==> src/rtl/core/i2c_reg_pkg.sv <==
`default_nettype none

package i2c_reg_pkg;

    // Item kinds
    localparam logic CMD_START = 1'b0;
    localparam logic CMD_EVENT = 1'b1;

    // Transaction direction
    localparam logic DIR_READ  = 1'b0;
    localparam logic DIR_WRITE = 1'b1;

    // Status codes
    localparam logic [1:0] ST_AVAIL = 2'd0;
    localparam logic [1:0] ST_BUSY  = 2'd1;
    localparam logic [1:0] ST_ERR   = 2'd2;

    // Sequence positions, counted from one after the start
    localparam logic [2:0] POS_IDLE = 3'd0;
    localparam logic [2:0] POS_REG  = 3'd1;
    localparam logic [2:0] POS_SEC  = 3'd2;
    localparam logic [2:0] POS_RXM  = 3'd3;
    localparam logic [2:0] POS_DATA = 3'd4;

    localparam int SLAVE_ADDR_W = 7;

    typedef struct packed {
        logic       cmd;
        logic       direction;
        logic [7:0] reg_addr;
        logic [7:0] write_data;
        logic [7:0] read_count;
        logic       bus_busy;
        logic       arb_lost;
        logic [7:0] rx_byte;
    } t_in_word;

    typedef struct packed {
        logic       accepted;
        logic       tx_valid;
        logic [7:0] tx_byte;
        logic       send_start;
        logic       repeated_start;
        logic       rx_mode;
        logic       send_nak;
        logic       rx_valid;
        logic [7:0] rx_data;
        logic       stop;
        logic       done_res;
        logic [1:0] status;
    } t_out_word;

endpackage

`default_nettype wire

==> src/rtl/core/i2c_master_register_transaction.sv <==
`default_nettype none

// Channel   Direction  Handshake                  Payload
// in        to block   i_in_valid / o_in_ready    i_in_word  (i2c_reg_pkg::t_in_word)
// out       from block o_out_valid / i_out_ready  o_out_word (i2c_reg_pkg::t_out_word)
// cfg       to block   i_cfg_wr_en, no wait       i_cfg_wr_data (seven-bit slave address)
//
// Each accepted word is held in an input register, then the sequencer step runs on it
// and its result lands in the output register, so a word passes through the input
// register and then the output register, and one word may enter per cycle while the output is not stalled.
// Reset is synchronous and active low; it clears the handshake flags, the sequencer
// state and the slave address. When the output register is stalled the input register
// holds its word and the input side keeps accepting only while that register is free.

module i2c_master_register_transaction (
    input  wire logic                                   i_clk,
    input  wire logic                                   i_rst_n,
    input  wire logic                                   i_in_valid,
    output logic                                        o_in_ready,
    input  wire i2c_reg_pkg::t_in_word                  i_in_word,
    output logic                                        o_out_valid,
    input  wire logic                                   i_out_ready,
    output i2c_reg_pkg::t_out_word                      o_out_word,
    input  wire logic                                   i_cfg_wr_en,
    input  wire logic [i2c_reg_pkg::SLAVE_ADDR_W-1:0]  i_cfg_wr_data
);
    import i2c_reg_pkg::*;

    // Input stage
    logic      r_in_valid;
    t_in_word  r_in;

    // Output stage
    logic      r_out_valid;
    t_out_word r_out;

    // Sequencer state and configuration
    logic [SLAVE_ADDR_W-1:0] r_slave_addr;
    logic [1:0]              r_status, n_status;
    logic [2:0]              r_pos, n_pos;
    logic                    r_dir, n_dir;
    logic [7:0]              r_reg, n_reg;
    logic [7:0]              r_data, n_data;
    logic [7:0]              r_remaining, n_remaining;

    t_out_word  n_out;
    logic       adv;
    logic [7:0] wr_addr;
    logic [7:0] rd_addr;
    logic [7:0] rem_dec;

    // The step advances when the input register holds a word and the output register is empty or being emptied.
    assign adv         = r_in_valid && (!r_out_valid || i_out_ready);
    assign o_in_ready  = !r_in_valid || adv;
    assign o_out_valid = r_out_valid;
    assign o_out_word  = r_out;

    assign wr_addr = {r_slave_addr, 1'b0};
    assign rd_addr = {r_slave_addr, 1'b1};
    assign rem_dec = (r_remaining != 8'd0) ? r_remaining - 8'd1 : 8'd0;

    // One step of the transaction sequence for the word in the input register.
    always_comb begin
        n_status    = r_status;
        n_pos       = r_pos;
        n_dir       = r_dir;
        n_reg       = r_reg;
        n_data      = r_data;
        n_remaining = r_remaining;
        n_out       = '0;

        if (r_in.cmd == CMD_START) begin
            // A start is taken only when no transaction runs and the bus is free.
            if (r_status != ST_BUSY && !r_in.bus_busy) begin
                n_dir       = r_in.direction;
                n_reg       = r_in.reg_addr;
                n_data      = r_in.write_data;
                n_remaining = (r_in.read_count == 8'd0) ? 8'd1 : r_in.read_count;
                if (r_in.arb_lost) begin
                    n_out.stop = 1'b1;
                    n_status   = ST_ERR;
                    n_pos      = POS_IDLE;
                end else begin
                    n_out.accepted   = 1'b1;
                    n_out.send_start = 1'b1;
                    n_out.tx_valid   = 1'b1;
                    n_out.tx_byte    = wr_addr;
                    n_status         = ST_BUSY;
                    n_pos            = POS_REG;
                end
            end
        end else if (r_status == ST_BUSY) begin
            priority if (r_in.arb_lost) begin
                n_out.stop = 1'b1;
                n_status   = ST_ERR;
                n_pos      = POS_IDLE;
            end else if (r_pos <= POS_REG) begin
                // Register address goes out first for both directions.
                n_out.tx_valid = 1'b1;
                n_out.tx_byte  = r_reg;
                n_pos          = POS_SEC;
            end else if (r_dir == DIR_WRITE) begin
                if (r_pos == POS_SEC) begin
                    n_out.tx_valid = 1'b1;
                    n_out.tx_byte  = r_data;
                    n_pos          = POS_RXM;
                end else begin
                    n_out.stop     = 1'b1;
                    n_out.done_res = 1'b1;
                    n_status       = ST_AVAIL;
                    n_pos          = POS_IDLE;
                end
            end else begin
                priority if (r_pos == POS_SEC) begin
                    n_out.repeated_start = 1'b1;
                    n_out.tx_valid       = 1'b1;
                    n_out.tx_byte        = rd_addr;
                    n_pos                = POS_RXM;
                end else if (r_pos == POS_RXM) begin
                    // Dummy read; a single-byte read is NAKed straight away.
                    n_out.rx_mode  = 1'b1;
                    n_out.send_nak = (r_remaining <= 8'd1);
                    n_pos          = POS_DATA;
                end else if (r_pos == POS_DATA) begin
                    n_out.rx_valid = 1'b1;
                    n_out.rx_data  = r_in.rx_byte;
                    n_remaining    = rem_dec;
                    if (rem_dec == 8'd0) begin
                        n_out.stop     = 1'b1;
                        n_out.done_res = 1'b1;
                        n_status       = ST_AVAIL;
                        n_pos          = POS_IDLE;
                    end else if (rem_dec == 8'd1) begin
                        n_out.send_nak = 1'b1;
                    end
                end else begin
                    n_out.stop     = 1'b1;
                    n_out.done_res = 1'b1;
                    n_status       = ST_AVAIL;
                    n_pos          = POS_IDLE;
                end
            end
        end

        n_out.status = n_status;
    end

    always_ff @(posedge i_clk) begin
        if (!i_rst_n) begin
            r_in_valid   <= 1'b0;
            r_out_valid  <= 1'b0;
            r_slave_addr <= '0;
            r_status     <= ST_AVAIL;
            r_pos        <= POS_IDLE;
            r_dir        <= 1'b0;
            r_reg        <= '0;
            r_data       <= '0;
            r_remaining  <= '0;
        end else begin
            if (o_in_ready) begin
                r_in_valid <= i_in_valid;
            end
            if (adv) begin
                r_out_valid <= 1'b1;
                r_status    <= n_status;
                r_pos       <= n_pos;
                r_dir       <= n_dir;
                r_reg       <= n_reg;
                r_data      <= n_data;
                r_remaining <= n_remaining;
            end else if (i_out_ready) begin
                r_out_valid <= 1'b0;
            end
            if (i_cfg_wr_en) begin
                r_slave_addr <= i_cfg_wr_data;
            end
        end
    end

    always_ff @(posedge i_clk) begin
        if (o_in_ready && i_in_valid) begin
            r_in <= i_in_word;
        end
        if (adv) begin
            r_out <= n_out;
        end
    end

    // A held result always reports the status that the sequencer now holds.
    a_status_tracks : assert property (@(posedge i_clk) disable iff (!i_rst_n)
        o_out_valid |-> (o_out_word.status == r_status))
        else $error("result status differs from sequencer status");

    // A successful finish always releases the bus.
    a_done_stop : assert property (@(posedge i_clk) disable iff (!i_rst_n)
        (o_out_valid && o_out_word.done_res) |-> o_out_word.stop)
        else $error("done without stop");

    // An accepted start sends the write address with a start and leaves the block busy.
    a_accept_start : assert property (@(posedge i_clk) disable iff (!i_rst_n)
        (o_out_valid && o_out_word.accepted) |->
            (o_out_word.send_start && o_out_word.tx_valid && r_status == ST_BUSY
             && o_out_word.tx_byte == wr_addr))
        else $error("accepted start malformed");

    // Read bytes are only delivered during a read transaction.
    a_rx_read_only : assert property (@(posedge i_clk) disable iff (!i_rst_n)
        (o_out_valid && o_out_word.rx_valid) |-> (r_dir == DIR_READ))
        else $error("read byte delivered in a write transaction");

    // The stalled input word waits while the output register is full and not taken.
    a_stall_hold : assert property (@(posedge i_clk) disable iff (!i_rst_n)
        (r_in_valid && r_out_valid && !i_out_ready) |=> (r_in_valid && $stable(r_in)))
        else $error("input word lost during output stall");

endmodule

`default_nettype wire

==> config.mk <==
export PLATFORM = sky130hd
export DESIGN_NAME = i2c_master_register_transaction
export DESIGN_NICKNAME = d
export VERILOG_FILES = /design/src/rtl/core/i2c_reg_pkg.sv /design/src/rtl/core/i2c_master_register_transaction.sv
export SDC_FILE = /design/constraint.sdc
export NUM_CORES = 1
export LEC_CHECK = 0
export BUFFER_PORTS_ARGS = -buffer_cell sky130_fd_sc_hd__buf_2
export CORE_ASPECT_RATIO = 2
export CORE_MARGIN = 2
export CORE_UTILIZATION = 59
export CTS_CLUSTER_DIAMETER = 30
export DETAILED_ROUTE_END_ITERATION = 8
export GPL_TIMING_DRIVEN = 0
export MAX_ROUTING_LAYER = met4
export PLACE_DENSITY = 0.85
export SLEW_MARGIN = 20
export SYNTH_ARGS = -nofsm -noshare
export SYNTH_HDL_FRONTEND = slang
export SYNTH_SLANG_ARGS = --single-unit
==> constraint.sdc <==
create_clock -name i_clk -period 4.53 [get_ports i_clk]
set_input_delay 0.453 -clock i_clk [delete_from_list [all_inputs] [get_ports i_clk]]
set_output_delay 0.453 -clock i_clk [all_outputs]
set_load 0.01 [all_outputs]
==> impl_metrics.toml <==
[outcome]
outcome = "complete, no violations"

[grt]
grt_antenna_before_repair = 0
grt_max_degree = 30
grt_pass1_wl_um = 13600
track_usage_pct = 23.5
grt_pass1_vias = 2931
grt_overflow = 0

[worst_setup_path]
crit_path_end = "r_status[0]"
crit_arrival_ns = 2.88
r2r_slack_ns = 1.89
crit_type = "reg2reg"
r2r_start = "o_out_valid"
crit_path_start_kind = "flop"
crit_fanout = 29
reg2reg_depth = 6
r2r_end = "r_status[0]"
cpPeakStageDelay_ns = 0.83
startpoint = "o_out_valid"
critical_path.cell_chain = "nor2b_1 -> nand2b_1 -> inv_1 -> mux2i_1 -> or4b_1 -> and3_1"
crit_slowest_cell = "inv_1"
cp-end-kind = "flop"
crit_required_ns = 4.76

[synthesis]
ys_seq_elements = 101
ys_top_cells_by_area = "edfxtp_1, dfxtp_1, nand2_1, a21boi_0, mux2i_1"
yosysWarnings = 0
yosysSeqAreaShare_pct = 62.5
postSynthNetCount = 409
synth_common_cells = "edfxtp_1, nand2_1, dfxtp_1, a21boi_0, nor2b_1"
synth_edf_count = 62
ys_dominant_reg_cell = "edfxtp_1"
yosysMostFrequentCell = "edfxtp_1"
syn_avg_cell_area_um2 = 11.8
synth_top_area_share_pct = 44.0
ys_types = 54
syn_area_mm2 = 0.00423
async_flop_share_pct = 0
synthCells = 358
yosys.area.top_type = "edfxtp_1"

[clock_tree]
numCtsBuffers = 9
cts_resized = 0
cts_max_level = 3
clkTransAtPathRegs_ns = 0.06
cts_setup_buffers = 0
cts.sinks = 101
clock_latency_ns = 0.34
cts_root_buffer = "clkbuf_16"
cts_max_path_buffers = 2
tritoncts = "done"
hold_buffers = 0

[floorplanning]
die-width_um = 63.9
dieArea_mm2 = 0.00790
start_util_pct = 60.9
die_y_um = 124
rows = 43
core_area_mm2 = 0.00694
pin_count = 77

[pwr]
p_sw_share_pct = 20.4
p_leak_nw = 1.94
finalPower_mw = 1.88
p_comb_share_pct = 7.1
sequentialPowerShare_pct = 54.9
ir_drop_mv = 0.283
power.density_mw_per_mm2 = 375
clock_power_share_pct = 37.9
switching_power_mw = 0.385
p_int_mw = 1.50

[sta]
finalHoldViolCount = 0
relSlewSlack_pct = 29.4
finalMaxSlewViolations = 0
setup_total_negative_slack_ns = 0
rsz0062_at_grt = "false"
worstMarginPinSlew_ns = 1.06
fmax_mhz = 378
min_period_ns = 2.64
min_period_over_period_pct = 58.4
fin_skew_ns = 0.00533
setup_viol_count_final = 0

[place]
place_congestion = 0.856
place_hpwl_um = 5890
io_buffer_count = 75

[finish]
nets = 496
largest_register_ffs = 36
drive_above_1_share_pct = 24.3
top_register = "r_in"
antenna_cells = 0
final_util_pct = 72.4
syn_to_final_growth_pct = 18.9

[detailed_routing]
num_vias = 3013
drc = 0
routed_wl_um = 8250
drt_iter0_drc = 166
dr.pass1.iters = 4
routedWlPerCell_um = 15.3
viasPerCell = 5.59
final_antenna_net_count = 0

[run]
maxCapViolations = 0

[min_path]
holdCritPathClass = "in2reg"
hold_depth = 1
==> how the worst min path moves through the flow <==
stage | startpoint | slack [ns] | endpoint
4_1_cts | i_in_word[22] | 0.27 | r_in[22]
3_5_place_dp | r_data[5] | 0.45 | r_data[5]
6_report | i_in_word[35] | 0.29 | r_in[35]
2_1_floorplan | r_data[0] | 0.44 | r_data[0]
3_3_place_gp | r_data[5] | 0.45 | r_data[5]
5_1_grt | i_in_word[26] | 0.27 | r_in[26]
==> stage by stage <==
stage | hold WS, ns | cell area, um^2 | std cells | setup slack, ns
6_report | 0.286 | 5030 | 539 | 1.89
5_1_grt | 0.269 | 5030 | 539 | 1.65
4_1_cts | 0.271 | 5020 | 539 | 1.86
3_5_place_dp | 0.455 | 4740 | 524 | 1.70
3_3_place_gp | 0.451 | 4720 | 523 | 1.80
2_1_floorplan | 0.440 | 4230 | 358 | 2.20
==> layout make-up <==
type	instances	area [um^2]
Sequential cell	101	2640
Fill cell	507	1910
Multi-Input combinational cell	231	1480
Timing Repair Buffer	76	403
Clock buffer	12	236
Tap cell	90	113
Buffer	17	82.6
Clock inverter	3	40.0
Inverter	9	33.8
==> layout by cell type, fill, tap and decap left out, drive strengths merged, types with 2 or more instances in the layout <==
master,n
mux2,7
a22oi,7
nand2,57
a31o,6
o211a,2
nor2b,14
nor2,8
nand3,5
or4b,2
a22o,2
edfxtp,62
o22ai,4
inv,8
nor4,5
mux2i,11
clkinv,3
and3,8
a211oi,2
nor3,9
o21a,3
clkbuf,23
buf,82
nand2b,4
a21boi,19
a21oi,7
ha,3
dfxtp,39
and2,12
o21ai,16
==> logic make-up (layout without fill, tap and decap cells) <==
kind of cell    after synthesis  count (layout)  share of synthesized area (%)
simple gates                128             128                           15.2
buf+inv                      26             117                           2.75
fa+ha+maj                     3               3                          0.888
compound gates               81              81                           13.9
mux                          18              18                           4.47
xor+xnor                      1               1                          0.207
flops                       101             101                           62.5
==> power by group through the flow <==
stage	Sequential, mW	Clock, mW	Combinational [mW]
global route	1.04	0.765	0.149
CTS	1.03	0.735	0.135
finish	1.03	0.715	0.135
detailed placement	1.05	0	0.134
floorplan	1.06	0	0.0750
global placement	1.05	0	0.127
==> worst max-delay path: cells and delay by family, from the launching register on <==
family | cells | cell delay (ns)
and+or+nand+nor | 4 | 1.07
buffers and inverters | 1 | 0.83
muxes | 1 | 0.32
DFF | 1 | 0.31
==> metal layers <==
| layer | global-route usage, % | vias up | part of all wire [%] |
|---|---|---|---|
| met3 | 5.69 | 14 | 5.3 |
| met2 | 41.1 | 116 | 55 |
| met5 | - | - | 0 |
| li1 | - | 1483 | - |
| met4 | 11.3 | 0 | 2.1 |
| met1 | 24.7 | 1400 | 38 |
Note: power is estimated with default switching activity, not from simulation.
